==> src/rtl/prax_pkg.sv <==
// ----------------------------------------------------------------------------
// prax_pkg: shared types and constants of the axis rotation pipeline
// Widths, CORDIC tables, axis codes and the stage side-band struct.
// ----------------------------------------------------------------------------
package prax_pkg;

    localparam int COORD_WIDTH   = 32;
    localparam int ANGLE_WIDTH   = 16;
    localparam int CORDIC_STAGES = 16;
    localparam int GUARD_BITS    = 8;

    localparam int STAGES_USED = (CORDIC_STAGES < 8) ? 8 :
                                 ((CORDIC_STAGES > 32) ? 32 : CORDIC_STAGES);

    // turn fraction of the cordic angle accumulator
    localparam int Z_WIDTH     = 32;
    localparam int SHIFT_WIDTH = 5;

    // quarter-turned coordinate plus guard bits plus cordic growth headroom
    localparam int ACC_WIDTH = COORD_WIDTH + GUARD_BITS + 4;
    // magnitude word, split at bit 32 for the gain multiply
    localparam int MAG_WIDTH = (ACC_WIDTH > 32) ? ACC_WIDTH : 33;
    localparam int GAIN_WIDTH = 31;

    localparam logic [1:0] AXIS_X    = 2'd0;
    localparam logic [1:0] AXIS_Y    = 2'd1;
    localparam logic [1:0] AXIS_Z    = 2'd2;
    localparam logic [1:0] AXIS_NONE = 2'd3;
    localparam logic [1:0] AXIS_RESET = AXIS_Z;

    localparam logic [Z_WIDTH-1:0] ATAN_TURN [0:31] = '{
        32'h20000000, 32'h12E4051E, 32'h09FB385B, 32'h051111D4,
        32'h028B0D43, 32'h0145D7E1, 32'h00A2F61E, 32'h00517C55,
        32'h0028BE53, 32'h00145F2F, 32'h000A2F98, 32'h000517CC,
        32'h00028BE6, 32'h000145F3, 32'h0000A2FA, 32'h0000517D,
        32'h000028BE, 32'h0000145F, 32'h00000A30, 32'h00000518,
        32'h0000028C, 32'h00000146, 32'h000000A3, 32'h00000051,
        32'h00000029, 32'h00000014, 32'h0000000A, 32'h00000005,
        32'h00000003, 32'h00000001, 32'h00000001, 32'h00000000
    };

    // q31 inverse cordic gain, indexed by stage count minus 8
    localparam logic [GAIN_WIDTH-1:0] INV_GAIN [0:24] = '{
        31'd1304079014, 31'd1304069065, 31'd1304066577, 31'd1304065955,
        31'd1304065800, 31'd1304065761, 31'd1304065751, 31'd1304065749,
        31'd1304065748, 31'd1304065748, 31'd1304065748, 31'd1304065748,
        31'd1304065748, 31'd1304065748, 31'd1304065748, 31'd1304065748,
        31'd1304065748, 31'd1304065748, 31'd1304065748, 31'd1304065748,
        31'd1304065748, 31'd1304065748, 31'd1304065748, 31'd1304065748,
        31'd1304065748
    };

    localparam logic [GAIN_WIDTH-1:0] GAIN = INV_GAIN[STAGES_USED - 8];

    // travels beside the rotating pair through every stage
    typedef struct packed {
        logic                          valid;
        logic [1:0]                    axis;
        logic signed [COORD_WIDTH-1:0] x;
        logic signed [COORD_WIDTH-1:0] y;
        logic signed [COORD_WIDTH-1:0] z;
    } t_side;

endpackage

==> src/rtl/prax_gain.sv <==
// ----------------------------------------------------------------------------
// prax_gain: cordic gain correction and saturation for one component
// Four stages: magnitude, split multiply, round, sign and clamp.
// ----------------------------------------------------------------------------
module prax_gain
    import prax_pkg::*;
(
    input  logic                          i_clk,
    input  logic signed [ACC_WIDTH-1:0]   i_acc,
    output logic signed [COORD_WIDTH-1:0] o_coord,
    output logic                          o_clip
);

    localparam int LO_PW = 32 + GAIN_WIDTH;
    localparam int HI_W  = MAG_WIDTH - 32;
    localparam int HI_PW = HI_W + GAIN_WIDTH;

    localparam logic signed [MAG_WIDTH:0] SAT_MAX =
        (MAG_WIDTH + 1)'((64'sd1 <<< (COORD_WIDTH - 1)) - 64'sd1);
    localparam logic signed [MAG_WIDTH:0] SAT_MIN =
        (MAG_WIDTH + 1)'(-(64'sd1 <<< (COORD_WIDTH - 1)));
    localparam logic [MAG_WIDTH-1:0] RND_HALF =
        MAG_WIDTH'(64'd1 << (GUARD_BITS - 2));

    logic signed [MAG_WIDTH:0] acc_ext;
    logic signed [MAG_WIDTH:0] mag_ext;
    logic [MAG_WIDTH-1:0]      r_mag;
    logic                      r_neg1;
    logic [LO_PW-1:0]          r_lo;
    logic [HI_PW-1:0]          r_hi;
    logic                      r_neg2;
    logic [MAG_WIDTH-1:0]      h_sum;
    logic [MAG_WIDTH-1:0]      r_rnd;
    logic                      r_neg3;
    logic signed [MAG_WIDTH:0] val;
    logic signed [COORD_WIDTH-1:0] n_coord;
    logic                      n_clip;
    logic signed [COORD_WIDTH-1:0] r_coord;
    logic                      r_clip;

    always_comb begin
        acc_ext = (MAG_WIDTH + 1)'(i_acc);
        mag_ext = i_acc[ACC_WIDTH-1] ? -acc_ext : acc_ext;
    end

    // floor of m*g / 2^32, then round at the guard position
    always_comb begin
        h_sum = MAG_WIDTH'(r_hi) + MAG_WIDTH'(r_lo >> 32);
    end

    always_comb begin
        val = r_neg3 ? -$signed({1'b0, r_rnd}) : $signed({1'b0, r_rnd});
        if (val > SAT_MAX) begin
            n_coord = SAT_MAX[COORD_WIDTH-1:0];
            n_clip  = 1'b1;
        end else if (val < SAT_MIN) begin
            n_coord = SAT_MIN[COORD_WIDTH-1:0];
            n_clip  = 1'b1;
        end else begin
            n_coord = val[COORD_WIDTH-1:0];
            n_clip  = 1'b0;
        end
    end

    always_ff @(posedge i_clk) begin
        r_mag   <= mag_ext[MAG_WIDTH-1:0];
        r_neg1  <= i_acc[ACC_WIDTH-1];
        r_lo    <= LO_PW'(r_mag[31:0]) * LO_PW'(GAIN);
        r_hi    <= HI_PW'(r_mag[MAG_WIDTH-1:32]) * HI_PW'(GAIN);
        r_neg2  <= r_neg1;
        r_rnd   <= (h_sum + RND_HALF) >> (GUARD_BITS - 1);
        r_neg3  <= r_neg2;
        r_coord <= n_coord;
        r_clip  <= n_clip;
    end

    assign o_coord = r_coord;
    assign o_clip  = r_clip;

endmodule

==> config.mk <==
export PLATFORM = sky130hd
export DESIGN_NAME = prax_gain
export DESIGN_NICKNAME = d
export VERILOG_FILES = /design/src/rtl/prax_pkg.sv /design/src/rtl/prax_gain.sv
export SDC_FILE = /design/constraint.sdc
export NUM_CORES = 2
export LEC_CHECK = 0
export BUFFER_PORTS_ARGS = -buffer_cell sky130_fd_sc_hd__buf_4
export CAP_MARGIN = 20
export CORE_MARGIN = 2
export CORE_UTILIZATION = 45
export CTS_BUF_LIST = sky130_fd_sc_hd__clkbuf_4 sky130_fd_sc_hd__clkbuf_8
export DETAILED_ROUTE_END_ITERATION = 8
export SLEW_MARGIN = 20
export SYNTH_ARGS = -nofsm -noshare
export SYNTH_HDL_FRONTEND = slang
export SYNTH_SLANG_ARGS = --single-unit
==> constraint.sdc <==
create_clock -name i_clk -period 20.9 [get_ports i_clk]
set_input_delay 4.18 -clock i_clk [delete_from_list [all_inputs] [get_ports i_clk]]
set_output_delay 4.18 -clock i_clk [all_outputs]
set_load 0.05 [all_outputs]
Word level (Yosys, flattened, before mapping)
Index checks and enable logic that the tools add are counted.
- divide/modulo/power cells: 0
- reduce and logical (&&, ||, !) cells: 0
- shift-type cells: 0
- muxes and demuxes: 4
- multiply operators: 2
- add/sub/neg operators: 4
- bitwise gates (word level): 0
- equal/unequal tests: 0
- magnitude comparators: 2
- operators with widths (operator ; count):
    32-bit by 29-bit multiplier with 61-bit output (second input constant) ; 1
    45-bit by 32-bit > comparator with 1-bit output (second input constant) ; 1
    45-bit by 32-bit < comparator with 1-bit output (second input constant) ; 1
    45-bit 2-to-1 mux ; 1
    37-bit negator with 45-bit output ; 1
    43-bit by 31-bit adder with 44-bit output ; 1
    44-bit by 7-bit adder with 44-bit output (second input constant) ; 1
    44-bit negator ; 1
    43-bit 2-to-1 mux ; 1
    12-bit by 29-bit multiplier with 41-bit output (second input constant) ; 1
    32-bit 2-to-1 mux ; 1
    1-bit 2-to-1 mux ; 1
- bits in writable memories: 0
- ROM bits: 0
- latch bits: 0
- output and inout port bits: 33
- input port bits: 45
- register bits after elaboration: 219
- logic and storage cells: 22
- memories kept: 0

Longest topological paths before layout
- depth in word-level cells: 4
- gate-level depth with buffers: 26
- depth with buffers taken out: 25

Worst setup path before layout
OpenSTA, ideal clock, no wires.
- path kind: register to register
- start point: register r_mag[12]
- end point: register r_lo[60]
- data arrival time: 7.546 ns
- slack: 13.275 ns
- buffers on the path: 1
- required time: 20.821 ns
- cell stages (with the launch flop): 27
- setup time: 0.079 ns
- period minus slack after synthesis: 7.625 ns
- cell sequence: dfxtp_1 -> inv_1 -> fa_1 -> fa_1 -> inv_1 -> fa_1 -> inv_1 -> fa_1 -> inv_1 -> fa_1 -> fa_1 -> fa_1 -> inv_1 -> fa_1 -> inv_1 -> ha_1 -> clkbuf_1 -> a21oi_1 -> o21ai_0 -> o21ai_1 -> nand3_1 -> a221oi_1 -> o21ai_1 -> a32o_1 -> o41ai_1 -> or4b_2 -> o211ai_1
- longest elaborated chain between the ends: 1
- RTL lines (item ; line ; RTL):
    from (decl) ; prax_gain.sv:27 ; logic [MAG_WIDTH-1:0] r_mag;
    from (signal assigned) ; prax_gain.sv:66 ; r_mag <= mag_ext[MAG_WIDTH-1:0];
    32-bit by 29-bit multiplier with 61-bit output ; prax_gain.sv:68 ; r_lo <= LO_PW'(r_mag[31:0]) * LO_PW'(GAIN);
    to (signal assigned) ; prax_gain.sv:68 ;
    to (decl) ; prax_gain.sv:29 ; logic [LO_PW-1:0] r_lo;
Every way passes these cells.
A chain may end at the register's enable or synchronous reset.

Final worst setup path
- start point: register r_mag[15]
- end point: register r_lo[60]
Same word-level chain as after synthesis.

==> reports/results.tsv <==
metric	value	unit
status	complete, no violations	
First-pass DRT Iterations	5	
initial antenna violation count	2	
fin nets	4342	
Hold Vio Cnt, Final	0	
clock buffer count from CTS	17	
largest net degree at the start of global routing	46	
Slew headroom	0.394	
sequential share of the synthesized area	0.121	
antenna-violating nets left	0	
main flop type after synthesis	dfxtp_1	
hold_buf cts	0	
Critical Path Fanout Max	8	
GRT overflow	0	
# H-tree levels	4	
Area growth syn-to-layout	6.70	%
post-layout min period	8.60	ns
WL final	78700	um
CP peak stage delay	0.71	ns
Buffers on Ports	77	
Warnings, synthesis	0	
Fmax	0.116	GHz
cell family with most CP delay	adder cells	
syn_area_per_cell	9.96	um^2
CTS Root Buffer Type	clkbuf_8	
vias	20600	
full die area	71000	um^2
Starting Density	0.453	
Die W	266	um
core area	68300	um^2
CP Buf/Inv Count	4	
CP Capture Type	flip-flop	
global-route wire length before repair	127000	um
CTS Buffer Depth	2	
vias per inst	5.05	
Sink Count	187	
Max-Cap Viols	0	
vias in the first global route	22600	
Tightest Pin Transition	0.897	ns
Post-synth ARST share	0	
WL/cell	19.2	um
Max Slew Vio Count	0	
CP Class	flip-flop to flip-flop	
Setup Viol. Count Final	0	
gr usage total	0.235	
synth unique cells	65	
Min-Delay Path Class	flip-flop to flip-flop	
EDFF count, synth	0	
diodes inserted	0	
startpoint types	flip-flop	
Cell Chain, Critical Path	inv_1, fa_1, fa_1, inv_1, fa_1, inv_1, fa_1, inv_1, fa_1, fa_1, fa_1, ha_1, ha_1, a21oi_1, o21ai_0, o21ai_1, nand3_1, a221oi_1, o21ai_1, a32o_1, o41ai_1, or4b_2, o211ai_1	
Fin Setup TNS	0	ns
Iteration-0 DRC Markers	1227	
routability cong.	0.964	
Post-CTS Setup Repair Bufs	0	
final period utilization	0.412	
Hold WS	0.337	ns
post-CTS sizing	0	
RSZ-0062 raised after global routing	false	
cell row count	96	
Arr. time, crit path	9.03	ns
Clk Latency, worst-skew pair	0.51	ns
DRC	0	
Mapped Area	31000	um^2
die height	266	um
#FFs+latches synth	187	
required time of the worst setup path	21.33	ns
clock edge transition at the registers on the reported setup and hold paths	0.10	ns
fraction of layout cells with a size suffix above 1	0.0455	
Worst path slowest cell	dfxtp_1	
final setup skew	0.0231	ns
CTS tree	built	
detailed placement HPWL	70400	um
Mapped Nets	4256	
Cells after Synth	3111	
cell mode on critical path	fa_1	
Top-Level Pins	78	
state kept, by name, indices dropped and copies added, names as in the netlist:
name,flops
r_neg3,1
o_coord,32
r_lo,29
r_hi,41
o_clip,1
r_neg1,1
r_neg2,1
r_rnd,37
r_mag,44
per-stage QoR:
step / setup slack (ns) / std cells / utilization / cell area [um^2]
CTS: 12.38 / 4091 / 0.484 / 33100
floorplan: 13.28 / 3111 / - / 31000
global placement: 12.48 / 4060 / 0.478 / 32700
detailed placement: 12.44 / 4060 / 0.478 / 32700
global route: 11.82 / 4091 / 0.484 / 33100
finish: 12.30 / 4091 / 0.484 / 33100
worst paths after layout:
kind                   from       end  slack (ns)  cells past startpoint
setup / recovery  r_mag[15]  r_lo[60]       12.30                     23
hold reg to reg      r_neg2    r_neg3        0.34                      0
setup reg to reg  r_mag[15]  r_lo[60]       12.30                     23
hold / removal       r_neg2    r_neg3        0.34                      0
per-layer routing:
layer,track usage,vias up,share of wire
met5,0,-,0
met4,0.0336,0,0.011
met3,0.0256,49,0.042
met2,0.399,422,0.48
met1,0.332,10300,0.47
li1,-,9855,-
placed cells by master, fill, tap and decap left out, types with 4 or more instances in the layout:
cell type	instances
a211o_1	5
a211oi_1	6
a21o_1	43
a21oi_1	117
a221oi_1	6
a31oi_1	7
a41oi_1	5
and2_1	6
and3_1	12
and4_1	5
buf_4	92
clkbuf_8	18
clkinvlp_4	4
dfxtp_1	187
fa_1	585
ha_1	515
inv_1	904
nand2_1	104
nand2b_1	11
nand3_1	30
nand4_1	15
nor2_1	89
nor2b_1	12
nor3_1	28
nor4_1	6
o211ai_1	8
o21a_1	19
o21ai_0	67
o21ai_1	5
o21bai_1	11
o31ai_1	23
o41ai_1	13
or2_2	8
or3_1	12
or4_1	13
xnor2_1	115
xor2_1	46
Yosys cell counts (3+ instances only):
cell / count / area (um^2)
ha_1: 515 / 6440
a21o_1: 43 / 323
dfxtp_1: 187 / 3740
and2_1: 6 / 37.5
o31ai_1: 23 / 173
o21a_1: 19 / 143
xor2_1: 46 / 403
o41ai_1: 13 / 114
nor4_1: 7 / 43.8
a211o_1: 5 / 43.8
fa_1: 585 / 11700
nor3_1: 28 / 140
a31oi_1: 7 / 43.8
clkbuf_1: 23 / 86.3
a221oi_1: 6 / 52.6
nand2_1: 104 / 390
o2111ai_1: 3 / 26.3
nor2b_1: 13 / 81.3
and4_1: 5 / 43.8
a211oi_1: 6 / 45.0
o31ai_2: 3 / 37.5
and3_1: 12 / 75.1
a311oi_1: 3 / 26.3
o21ai_1: 5 / 25.0
nand3_1: 30 / 150
or3_1: 12 / 75.1
a2111oi_0: 3 / 26.3
nand4_1: 15 / 93.8
or2_2: 8 / 50.1
o21ai_0: 67 / 335
a41oi_1: 5 / 43.8
xnor2_1: 115 / 1010
inv_1: 904 / 3390
o211ai_1: 8 / 60.1
nand2b_1: 11 / 68.8
a21boi_0: 3 / 22.5
o21bai_1: 11 / 82.6
or4_1: 13 / 97.6
nor2_1: 89 / 334
a21oi_1: 117 / 586
cell type report:
type	count	area (um^2)
clock buffer	20	263
clock inverter	11	111
fill	6515	35300
inverter	904	3390
multi-input combinational	1995	23800
sequential	187	3740
tap	882	1100
timing repair buffer	92	691
kinds of logic after synthesis:
kind of cell	after synthesis	synth area share
and+or+nand+nor	363	0.0569
buffers and inverters	929	0.113
xor gates and xnor gates	161	0.0455
DFF	187	0.121
adders and majority gates	1100	0.586
muxes	2	0.000646
AOI/OAI and AO/OA	369	0.0774
Power is not shown: default switching activity piles up to over one toggle a cycle in this logic, so the estimate is an artifact.
