--- src/rtl/prax_pkg.sv ---
// ----------------------------------------------------------------------------
// prax_pkg: shared types and constants of the axis rotation pipeline
// Widths, CORDIC tables, axis codes and the stage side-band struct.
// ----------------------------------------------------------------------------
package prax_pkg;

    localparam int COORD_WIDTH   = 32;
    localparam int ANGLE_WIDTH   = 16;
    localparam int CORDIC_STAGES = 16;
    localparam int GUARD_BITS    = 8;

    localparam int STAGES_USED = (CORDIC_STAGES < 8) ? 8 :
                                 ((CORDIC_STAGES > 32) ? 32 : CORDIC_STAGES);

    // turn fraction of the cordic angle accumulator
    localparam int Z_WIDTH     = 32;
    localparam int SHIFT_WIDTH = 5;

    // quarter-turned coordinate plus guard bits plus cordic growth headroom
    localparam int ACC_WIDTH = COORD_WIDTH + GUARD_BITS + 4;
    // magnitude word, split at bit 32 for the gain multiply
    localparam int MAG_WIDTH = (ACC_WIDTH > 32) ? ACC_WIDTH : 33;
    localparam int GAIN_WIDTH = 31;

    localparam logic [1:0] AXIS_X    = 2'd0;
    localparam logic [1:0] AXIS_Y    = 2'd1;
    localparam logic [1:0] AXIS_Z    = 2'd2;
    localparam logic [1:0] AXIS_NONE = 2'd3;
    localparam logic [1:0] AXIS_RESET = AXIS_Z;

    localparam logic [Z_WIDTH-1:0] ATAN_TURN [0:31] = '{
        32'h20000000, 32'h12E4051E, 32'h09FB385B, 32'h051111D4,
        32'h028B0D43, 32'h0145D7E1, 32'h00A2F61E, 32'h00517C55,
        32'h0028BE53, 32'h00145F2F, 32'h000A2F98, 32'h000517CC,
        32'h00028BE6, 32'h000145F3, 32'h0000A2FA, 32'h0000517D,
        32'h000028BE, 32'h0000145F, 32'h00000A30, 32'h00000518,
        32'h0000028C, 32'h00000146, 32'h000000A3, 32'h00000051,
        32'h00000029, 32'h00000014, 32'h0000000A, 32'h00000005,
        32'h00000003, 32'h00000001, 32'h00000001, 32'h00000000
    };

    // q31 inverse cordic gain, indexed by stage count minus 8
    localparam logic [GAIN_WIDTH-1:0] INV_GAIN [0:24] = '{
        31'd1304079014, 31'd1304069065, 31'd1304066577, 31'd1304065955,
        31'd1304065800, 31'd1304065761, 31'd1304065751, 31'd1304065749,
        31'd1304065748, 31'd1304065748, 31'd1304065748, 31'd1304065748,
        31'd1304065748, 31'd1304065748, 31'd1304065748, 31'd1304065748,
        31'd1304065748, 31'd1304065748, 31'd1304065748, 31'd1304065748,
        31'd1304065748, 31'd1304065748, 31'd1304065748, 31'd1304065748,
        31'd1304065748
    };

    localparam logic [GAIN_WIDTH-1:0] GAIN = INV_GAIN[STAGES_USED - 8];

    // travels beside the rotating pair through every stage
    typedef struct packed {
        logic                          valid;
        logic [1:0]                    axis;
        logic signed [COORD_WIDTH-1:0] x;
        logic signed [COORD_WIDTH-1:0] y;
        logic signed [COORD_WIDTH-1:0] z;
    } t_side;

endpackage

--- src/rtl/prax_cell.sv ---
// ----------------------------------------------------------------------------
// prax_cell: one cordic micro-rotation
// Turns the pair by +/- atan(2^-i) and registers it with its side band.
// ----------------------------------------------------------------------------
module prax_cell
    import prax_pkg::*;
(
    input  logic                        i_clk,
    input  logic                        i_rst_n,
    input  logic [SHIFT_WIDTH-1:0]      i_shift,
    input  logic [Z_WIDTH-1:0]          i_atan,
    input  logic signed [ACC_WIDTH-1:0] i_u,
    input  logic signed [ACC_WIDTH-1:0] i_w,
    input  logic signed [Z_WIDTH-1:0]   i_z,
    input  t_side                       i_side,
    output logic signed [ACC_WIDTH-1:0] o_u,
    output logic signed [ACC_WIDTH-1:0] o_w,
    output logic signed [Z_WIDTH-1:0]   o_z,
    output t_side                       o_side
);

    logic signed [ACC_WIDTH-1:0] du;
    logic signed [ACC_WIDTH-1:0] dw;
    logic signed [ACC_WIDTH-1:0] n_u;
    logic signed [ACC_WIDTH-1:0] n_w;
    logic signed [Z_WIDTH-1:0]   n_z;
    logic signed [ACC_WIDTH-1:0] r_u;
    logic signed [ACC_WIDTH-1:0] r_w;
    logic signed [Z_WIDTH-1:0]   r_z;
    t_side                       r_side;

    always_comb begin
        du = i_w >>> i_shift;
        dw = i_u >>> i_shift;
        if (!i_z[Z_WIDTH-1]) begin
            n_u = i_u - du;
            n_w = i_w + dw;
            n_z = i_z - $signed(i_atan);
        end else begin
            n_u = i_u + du;
            n_w = i_w - dw;
            n_z = i_z + $signed(i_atan);
        end
    end

    always_ff @(posedge i_clk) begin
        r_u <= n_u;
        r_w <= n_w;
        r_z <= n_z;
    end

    always_ff @(posedge i_clk) begin
        if (!i_rst_n) begin
            r_side <= '0;
        end else begin
            r_side <= i_side;
        end
    end

    assign o_u    = r_u;
    assign o_w    = r_w;
    assign o_z    = r_z;
    assign o_side = r_side;

endmodule

--- config.mk ---
export PLATFORM = sky130hd
export DESIGN_NAME = prax_cell
export DESIGN_NICKNAME = d
export VERILOG_FILES = /design/src/rtl/prax_pkg.sv /design/src/rtl/prax_cell.sv
export SDC_FILE = /design/constraint.sdc
export NUM_CORES = 1
export LEC_CHECK = 0
export ABC_AREA = 1
export BUFFER_PORTS_ARGS = -buffer_cell sky130_fd_sc_hd__buf_2
export CELL_PAD_IN_SITES_DETAIL_PLACEMENT = 0
export CELL_PAD_IN_SITES_GLOBAL_PLACEMENT = 1
export CORE_MARGIN = 2
export CORE_UTILIZATION = 34
export DETAILED_ROUTE_END_ITERATION = 16
export GPL_ROUTABILITY_DRIVEN = 1
export PLACE_DENSITY = 0.8
export SLEW_MARGIN = 5
export SYNTH_ARGS = -nofsm -noshare
export SYNTH_HDL_FRONTEND = slang
export SYNTH_SLANG_ARGS = --single-unit
--- constraint.sdc ---
create_clock -name i_clk -period 4 [get_ports i_clk]
set_input_delay 0.2 -clock i_clk [delete_from_list [all_inputs] [get_ports i_clk]]
set_output_delay 0.2 -clock i_clk [all_outputs]
set_load 0.01 [all_outputs]
# Yosys cells after proc, flatten, opt, wreduce, memory -nomap -nowiden
# Cells that the tools add are included.
[totals] n_memories=0 latchBits=0 mem_bits_ro=0 elab_cells=19 ram_bits=0 inputBits=258 register_bits=219
[op_classes] bitwise=0 mul=0 magnitude_cmp=0 reduce_logical=0 shifts=2 div_mod_pow=0 muxes=3 n_addsub=6 n_eq_ne=0
[op_table] operator="$add A44 B44 Y44" count=2
[op_table] operator="$mux W44" count=2
[op_table] operator="$sshr A44 B5 Y44" count=2
[op_table] operator="$sub A44 B44 Y44" count=2
[op_table] operator="$add A32 B32 Y32" count=1
[op_table] operator="$mux W32" count=1
[op_table] operator="$sub A32 B32 Y32" count=1

# Depth between registers and ports, before layout
# Gate-level depths: netlist of the first run.
[depth] ltp_word=3 mapped_depth=33

# Worst setup path after synthesis of the first run
# No wires, ideal clock.
[synth_timing] path_kind="input-to-reg" startpoint="input i_shift[2]" endpoint="register r_u[24], in the netlist o_u[24]" arrival_ps=3640 path_slack_ps=233 path_buffers=3 path_stages=22 path_cell_list="buf_2 > inv_2 > buf_2 > buf_2 > nand3_1 > nand3_1 > nand3_1 > nand2_1 > inv_1 > ha_1 > nand2_1 > o21ai_0 > fa_1 > nand3_1 > nand2_1 > a21oi_1 > o21ai_0 > a21boi_0 > o21ai_0 > a21boi_0 > o21ai_0 > xor2_1"
[synth_between] elab_chain_cells=3
[synth_rtl] item="start, declared" line="prax_cell.sv:10" text="input logic [SHIFT_WIDTH-1:0] i_shift,"
[synth_rtl] item="$sshr A44 B5 Y44 (*)" line="prax_cell.sv:33" text="du = i_w >>> i_shift;"
[synth_rtl] item="$sub A44 B44 Y44 or $add A44 B44 Y44 (tied branches)" line="prax_cell.sv:36, prax_cell.sv:40"
[synth_rtl] item="$mux W44 (*)" line="prax_cell.sv:35" text="if (!i_z[Z_WIDTH-1]) begin"
[synth_rtl] item="net n_u[24]" line="prax_cell.sv:24" text="logic signed [ACC_WIDTH-1:0] n_u;"
[synth_rtl] item="end signal, assigned" line="prax_cell.sv:47" text="r_u <= n_u;"
[synth_rtl] item="end, declared" line="prax_cell.sv:27" text="logic signed [ACC_WIDTH-1:0] r_u;"
# Mark *: on every way through the listed nets, which the timed path passes. The rest lies on a longest branch.
# A chain may end at the register's enable or synchronous reset.

# Worst setup path after layout of the first run
[layout_timing] startpoint="input i_shift[0]" endpoint="register r_w[38], in the netlist o_w[38]"
[layout_between] elab_chain_cells=3
[layout_rtl] item="$sshr A44 B5 Y44 (*)" line="prax_cell.sv:34" text="dw = i_u >>> i_shift;"
[layout_rtl] item="$add A44 B44 Y44 or $sub A44 B44 Y44 (tied branches)" line="prax_cell.sv:37, prax_cell.sv:41"
[layout_rtl] item="$mux W44 (*)" line="prax_cell.sv:35"
[layout_rtl] item="net n_w[38]" line="prax_cell.sv:25" text="logic signed [ACC_WIDTH-1:0] n_w;"
[layout_rtl] item="end signal, assigned" line="prax_cell.sv:48" text="r_w <= n_w;"
[layout_rtl] item="end, declared" line="prax_cell.sv:28" text="logic signed [ACC_WIDTH-1:0] r_w;"
# Marked as above.

==> flow_metrics.tcl, run 1 <==
set metrics [dict create \
    worst_setup_path_start_kind "input port" \
    io_pins 477 \
    syn-num-nets 3827 \
    number_of_enable_type_register_cells_in_the_synthesized_netlist 0 \
    final_nets 5076 \
    design_power_total_uw 11770 \
    area_of_combinational_cells_with_multiple_inputs_sq_um 14850 \
    drt_drc_violations_left 0 \
    setup_total_negative_slack_ps 0 \
    pin_slew_with_the_least_headroom_to_its_limit_ps 602.9 \
    synth.distinct_cells 52 \
    vias 27125 \
    layout-area-overhead-vs-synth_pct 54.63 \
    synth-seq-area-share_pct 21.19 \
    synth-async-reset-ratio_pct 0 \
    drive_gt1_share_pct 31.06 \
    design.die.area_sq_um 62850 \
    route.final.wire_length_microns 92280 \
    required_ps 4450 \
    synthMuxAreaShare_pct 0 \
    whs_endpoint "o_side[96]" \
    avgRoutedWirePerCell_microns 16.82 \
    core-area_sq_um 60250 \
    finalMaxSlewViolations 0 \
    avgViaCountPerCell 4.944 \
    fillers 6046 \
    globalRoute.totalOverflow 0 \
    max_clock_freq_ghz 0.2594 \
    yosys_warnings 0 \
    synth-compound-area-share_pct 11.32 \
    finalHoldViolCount 0 \
    gp_congestion 0.9719 \
    wirelength_met1_microns 39190 \
    grt_setup_unrepaired "true" \
    grt_first_pass_wirelength_microns 139000 \
    cts_num_sinks 219 \
    holdPathStages 3 \
    synth.area.top_cells "sky130_fd_sc_hd__dfxtp_1 (21%), sky130_fd_sc_hd__nand2_1 (19%), sky130_fd_sc_hd__nand3_1 (13%)" \
    setup_crit_path_kind "in2reg" \
    ff_latch_area_sq_um 4384 \
    drv.max_cap_violation_count 0 \
    synth_area_leader_cell "sky130_fd_sc_hd__dfxtp_1" \
    powerDensity_nw_per_um2 367.7 \
    die_width_microns 250.7 \
    timing.max_slew.rel_slack_pct 59.38 \
    critPathCaptureType "flop" \
    netlist_instances 3436 \
    yosys.area_share.simple_pct 41.09 \
    dr.max_layer_used "met4" \
    setup_violations 0 \
    die_y_microns 250.7 \
    postRouteAntennaNets 0 \
    static-leakage-power_uw 0.01741 \
    port_buffers 476 \
    main_combinational_cell_family_by_area_after_synthesis "simple AND/OR/NAND/NOR gates" \
    startpoint_of_the_lowest_slack_hold_path "i_rst_n" \
    pin_count_of_the_biggest_net_entering_global_routing 48 \
    gr-usage-all-layers_pct 27.98 \
    irDropWorstVdd_v 0.0003560 \
    starting_density_pct 34.35 \
    detail_route.iter0.violations 2024 \
    detailroute.wirelength.met3_microns 5165 \
    clk_path_buf_depth 3 \
    hold-worst-slack_ps 27.38 \
    htreeDepth 1 \
    synth_xor_xnor_area_share_pct 8.761 \
    critical_path.max_fanout 35 \
    finalCriticalPeriod_ps 3856 \
    period_share_pct 96.39 \
    synth_adder_area_share_pct 8.150 \
    met2RoutedLength_microns 43910 \
    detailed_place_hpwl_microns 75100 \
    postSynthRegisterBits 219 \
    drt_pre_antenna_iters 6 \
    status "finished clean" \
    netlist_area_sq_um 20690 \
    min_path_type "in2reg" \
    ctsRootBufferMaster "sky130_fd_sc_hd__clkbuf_16" \
    crit_arrival_ps 4310 \
    cts.clk_slew.worst_paths_ps 60 \
    synthFlopType "sky130_fd_sc_hd__dfxtp_1" \
    avgSynthCellArea_sq_um 6.023 \
    floorplan.rows 90 \
    antenna_found_initial 1 \
    cts_buffers 25 \
    cts_tree "built" \
    via_count_of_the_first_global_routing_pass 26177 \
    yosys.area.top_type_share_pct 21.19 \
]
-- worst max path at each step --
stage | from | end | slack [ps] | cells after the start
2_1_floorplan | i_shift[2] | o_u[24] | 230 | 22
3_3_place_gp | i_shift[0] | o_u[43] | -660 | 32
3_5_place_dp | i_shift[0] | o_u[43] | -690 | 30
4_1_cts | i_shift[0] | o_u[24] | 30 | 25
5_1_grt | i_shift[0] | o_w[43] | -20 | 31
6_report | i_shift[0] | o_w[38] | 140 | 26
-- through the flow --
stage / instances / instance area (sq um) / setup slack [ps] / util, %
global placement: 5323 / 29410 / -655.6 / 48.81
floorplan: 3436 / 20690 / 233.1 / -
finish: 5487 / 32000 / 144.2 / 53.12
global route: 5487 / 32000 / -21.07 / 53.12
CTS: 5480 / 31410 / 31.17 / 52.13
detailed placement: 5323 / 29410 / -688.5 / 48.81
-- cells in the mapped netlist, drive strengths merged (2+ instances only) --
cell / count
inv: 366
o221ai: 6
nand4: 29
ha: 130
a221oi: 2
nand3b: 8
nor2: 271
xor2: 124
a21o: 8
o31a: 2
a21oi: 168
o211ai: 7
o2111ai: 2
fa: 3
buf: 82
clkbuf: 38
nor4: 9
dfxtp: 219
o21ai: 129
o21a: 13
o21bai: 8
a31oi: 48
and3: 4
a21boi: 13
nand2: 1075
and2: 3
o31ai: 2
xnor2: 83
nor3: 25
nand3: 552
-- area by class of cell --
type | instances | share of cell area (%)
multi-input cells | 2730 | 46.42
repair buffers | 1342 | 29.73
flip-flops and latches | 219 | 13.70
inverters | 367 | 4.340
well taps | 782 | 3.058
clock buffers | 33 | 2.205
clock inverters | 13 | 0.5396
diodes | 1 | 0.007820
-- state kept, by name, indices dropped and copies added (netlist names) --
signal / cells
o_side: 99
o_z: 32
o_u: 44
o_w: 44
-- power breakdown --
part | internal (uW) | switching (uW)
clock | 1450 | 1010
sequential | 2760 | 165
combinational | 2930 | 3450
-- metal layers --
layer	vias to the layer above	global-route usage, %
met5	-	0
met1	12319	34.88
met4	0	11.19
met2	917	49.32
met3	174	2.743
li1	13715	-
-- cells by family after synthesis --
group,count (synthesis)
and+or+nand+nor,1978
adders and majority gates,133
buffers and inverters,487
DFF,219
xor gates and xnor gates,207
AOI/OAI and AO/OA,412
-- cells in the final DEF, fill, tap and decap left out, types with 11 or more instances in the layout --
cell	n
sky130_fd_sc_hd__dlygate4sd3_1	111
sky130_fd_sc_hd__nor3_1	23
sky130_fd_sc_hd__buf_12	25
sky130_fd_sc_hd__a31oi_1	42
sky130_fd_sc_hd__nor2_1	237
sky130_fd_sc_hd__a21oi_2	18
sky130_fd_sc_hd__nand3_2	22
sky130_fd_sc_hd__o21ai_1	23
sky130_fd_sc_hd__nor2_2	26
sky130_fd_sc_hd__dfxtp_1	219
sky130_fd_sc_hd__clkbuf_16	27
sky130_fd_sc_hd__buf_4	729
sky130_fd_sc_hd__o21ai_0	92
sky130_fd_sc_hd__ha_1	123
sky130_fd_sc_hd__nand2_1	1023
sky130_fd_sc_hd__a21oi_1	148
sky130_fd_sc_hd__xor2_1	120
sky130_fd_sc_hd__o21a_1	13
sky130_fd_sc_hd__nand4_1	29
sky130_fd_sc_hd__inv_1	353
sky130_fd_sc_hd__o21ai_2	14
sky130_fd_sc_hd__buf_2	474
sky130_fd_sc_hd__inv_2	11
sky130_fd_sc_hd__xnor2_1	81
sky130_fd_sc_hd__nand3_1	529
sky130_fd_sc_hd__nand2_2	49
-- what timing repair did --
item / 4_1_cts / 5_1_grt
cloned: 0 / 2
pin swaps: 0 / 22
hold buffers: 111 / 0
endpoints found under the hold margin: 105 / 0
resized for setup: 2 / 129
buffers inserted: 0 / 4
setup endpoints to repair: 1 / 49
-- critical path, cell delays in order --
cell and delay (ps):
sky130_fd_sc_hd__clkbuf_4 160, sky130_fd_sc_hd__inv_4 60, sky130_fd_sc_hd__buf_12 160, sky130_fd_sc_hd__buf_4 170, sky130_fd_sc_hd__nand2_4 50, sky130_fd_sc_hd__nand3_2 70
sky130_fd_sc_hd__nand3_1 120, sky130_fd_sc_hd__nand3_1 120, sky130_fd_sc_hd__nand2_1 160, sky130_fd_sc_hd__nand2_1 120, sky130_fd_sc_hd__nand2_2 130, sky130_fd_sc_hd__buf_4 120
sky130_fd_sc_hd__nand4_1 160, sky130_fd_sc_hd__nor2_4 250, sky130_fd_sc_hd__nand2_1 110, sky130_fd_sc_hd__buf_4 140, sky130_fd_sc_hd__o21ai_1 160, sky130_fd_sc_hd__xor2_1 270
sky130_fd_sc_hd__ha_1 310, sky130_fd_sc_hd__nand2_1 110, sky130_fd_sc_hd__nor2_1 60, sky130_fd_sc_hd__inv_1 180, sky130_fd_sc_hd__o21ai_0 140, sky130_fd_sc_hd__a31oi_1 260
sky130_fd_sc_hd__nand3_1 260, sky130_fd_sc_hd__xor2_1 210
Note: power is estimated with default switching activity, not from simulation.
==> run 2: changes to the inputs <==
CORE_MARGIN = 3   (was 2)
CORE_UTILIZATION = 38   (was 34)
PLACE_DENSITY = 0.84   (was 0.8)
clock period = 4.15 ns   (was 4 ns; I/O delays follow)
==> flow_metrics.tcl, run 2 (synthesis gave the netlist of run 1 again) <==
set metrics [dict create \
    die_y_microns 239.4 \
    antenna_found_initial 1 \
    min_path_type "in2reg" \
    pin_slew_with_the_least_headroom_to_its_limit_ps 754.6 \
    die_width_microns 239.4 \
    startpoint_of_the_lowest_slack_hold_path "i_w[0]" \
    critical_path.max_fanout 21 \
    period_share_pct 95.13 \
    via_count_of_the_first_global_routing_pass 25775 \
    vias 26764 \
    detailed_place_hpwl_microns 71870 \
    post-place-cells 5169 \
    htreeDepth 1 \
    drt_drc_violations_left 0 \
    clk_path_buf_depth 3 \
    ctsRootBufferMaster "sky130_fd_sc_hd__clkbuf_16" \
    static-leakage-power_uw 0.01700 \
    critPathCaptureType "flop" \
    worst_setup_path_start_kind "input port" \
    status "finished clean" \
    powerDensity_nw_per_um2 360.2 \
    required_ps 4570 \
    cts.clk_slew.worst_paths_ps 60 \
    detail_route.iter0.violations 1966 \
    timing.max_slew.rel_slack_pct 49.69 \
    crit_arrival_ps 4370 \
    avgRoutedWirePerCell_microns 16.65 \
    drt_pre_antenna_iters 6 \
    port_buffers 476 \
    layout_common_cells "sky130_fd_sc_hd__nand2_1 (1030), sky130_fd_sc_hd__buf_4 (672), sky130_fd_sc_hd__nand3_1 (540)" \
    layout-area-overhead-vs-synth_pct 49.68 \
    postRouteAntennaNets 0 \
    pin_count_of_the_biggest_net_entering_global_routing 76 \
    finalMaxSlewViolations 0 \
    floorplan.rows 84 \
    holdPathStages 4 \
    irDropWorstVdd_v 0.0003473 \
    finalCriticalPeriod_ps 3948 \
    route.final.wire_length_microns 88640 \
    cts_num_sinks 219 \
    finalHoldViolCount 0 \
    drive_gt1_share_pct 29.02 \
    cts_buffers 25 \
    io_pins 477 \
    gr-usage-all-layers_pct 29.37 \
    avgViaCountPerCell 5.028 \
    setup_total_negative_slack_ps 0 \
    starting_density_pct 38.91 \
    grt_first_pass_wirelength_microns 134100 \
    whs_endpoint "o_w[0]" \
    drv.max_cap_violation_count 0 \
    dpl-instance-area_sq_um 28770 \
    setup_violations 0 \
    globalRoute.totalOverflow 0 \
    setup_crit_path_kind "in2reg" \
    postLayoutCellArea_sq_um 30970 \
    cts_tree "built" \
    design.die.area_sq_um 57290 \
    largest_reg_flops 99 \
    gp_congestion 0.9566 \
    most_common_cell_after_layout_fill_and_taps_aside "sky130_fd_sc_hd__nand2_1" \
    max_clock_freq_ghz 0.2533 \
    finalNonFillerCells 5323 \
    final_nets 5008 \
    final_core_util_pct 58.24 \
    core-area_sq_um 53180 \
]
## run 2: cell count changes in the layout (fill, tap and decap cells not counted), sizes merged
cell	change
bufinv	+1
dlygate4sd3	-6
clkbuf	-4
inv	+1
clkinv	-1
clkinvlp	-1
buf	-60
## run 2: worst max-delay path by stage
stage                          start       to  slack, ps  cells after the start
after floorplan           i_shift[2]  o_u[24]        380                     22
after global placement    i_shift[0]  o_u[39]       -370                     28
after detailed placement  i_shift[0]  o_u[24]       -370                     26
after CTS                 i_shift[0]  o_u[24]        180                     26
after global routing          i_u[1]  o_w[41]        -20                     30
final                     i_shift[1]  o_u[39]        200                     28
## run 2: timing repair
item | in CTS | in global routing
hold endpoints to repair | 104 | 0
gates resized for setup | 0 | 62
setup buffers | 0 | 3
hold buffers | 105 | 0
endpoints found under the setup margin | 0 | 36
## run 2: critical path, cell delays in order
cell,delay [ps]
sky130_fd_sc_hd__buf_2,150
sky130_fd_sc_hd__inv_4,130
sky130_fd_sc_hd__buf_12,180
sky130_fd_sc_hd__buf_4,180
sky130_fd_sc_hd__nand3_1,100
sky130_fd_sc_hd__nand3_1,120
sky130_fd_sc_hd__nand3_1,120
sky130_fd_sc_hd__nand2_1,210
sky130_fd_sc_hd__nand2_1,80
sky130_fd_sc_hd__nand2_1,100
sky130_fd_sc_hd__buf_4,120
sky130_fd_sc_hd__nand2_1,90
sky130_fd_sc_hd__nor2_1,180
sky130_fd_sc_hd__nand2_1,140
sky130_fd_sc_hd__nor2_1,110
sky130_fd_sc_hd__nand2_1,70
sky130_fd_sc_hd__xor2_1,140
sky130_fd_sc_hd__a21oi_1,240
sky130_fd_sc_hd__ha_1,320
sky130_fd_sc_hd__buf_4,160
sky130_fd_sc_hd__nand2_1,90
sky130_fd_sc_hd__nor2_1,70
sky130_fd_sc_hd__inv_1,110
sky130_fd_sc_hd__buf_4,130
sky130_fd_sc_hd__o21ai_1,80
sky130_fd_sc_hd__a31oi_1,350
sky130_fd_sc_hd__nand3_2,190
sky130_fd_sc_hd__xor2_1,190
## run 2: per-layer routing
metal	share of wire, %	vias up	global-route usage, %
met5	0	-	0
met4	3.6	0	9.969
met3	5.3	184	3.270
met2	48	828	51.77
met1	43	12173	37.24
li1	-	13579	-
## run 2: cell type report
type | count | area [sq um]
fill | 5257 | 22210
tap | 688 | 860.8
inverter | 367 | 1384
timing repair buffer | 1274 | 8895
sequential | 219 | 4384
clock inverter | 13 | 183.9
multi-input combinational | 2730 | 14580
antenna | 1 | 2.502
clock buffer | 31 | 688.2
## run 2: power breakdown
group	switching, uW	total [uW]	internal [uW]	leakage [uW]
logic	3240	5990	2750	0.0147
clock network	923	2350	1430	0.000427
registers	154	2820	2660	0.00184
## run 2: metrics by stage
step           hold slack [ps]  worst slack [ps]  power [uW]
2_1_floorplan            301.0             375.6        5720
3_3_place_gp             386.8            -365.1        8583
3_5_place_dp             392.0            -371.1        8605
4_1_cts                  18.20             181.1       11100
5_1_grt                  59.08            -21.20       11920
6_report                 37.20             202.1       11160
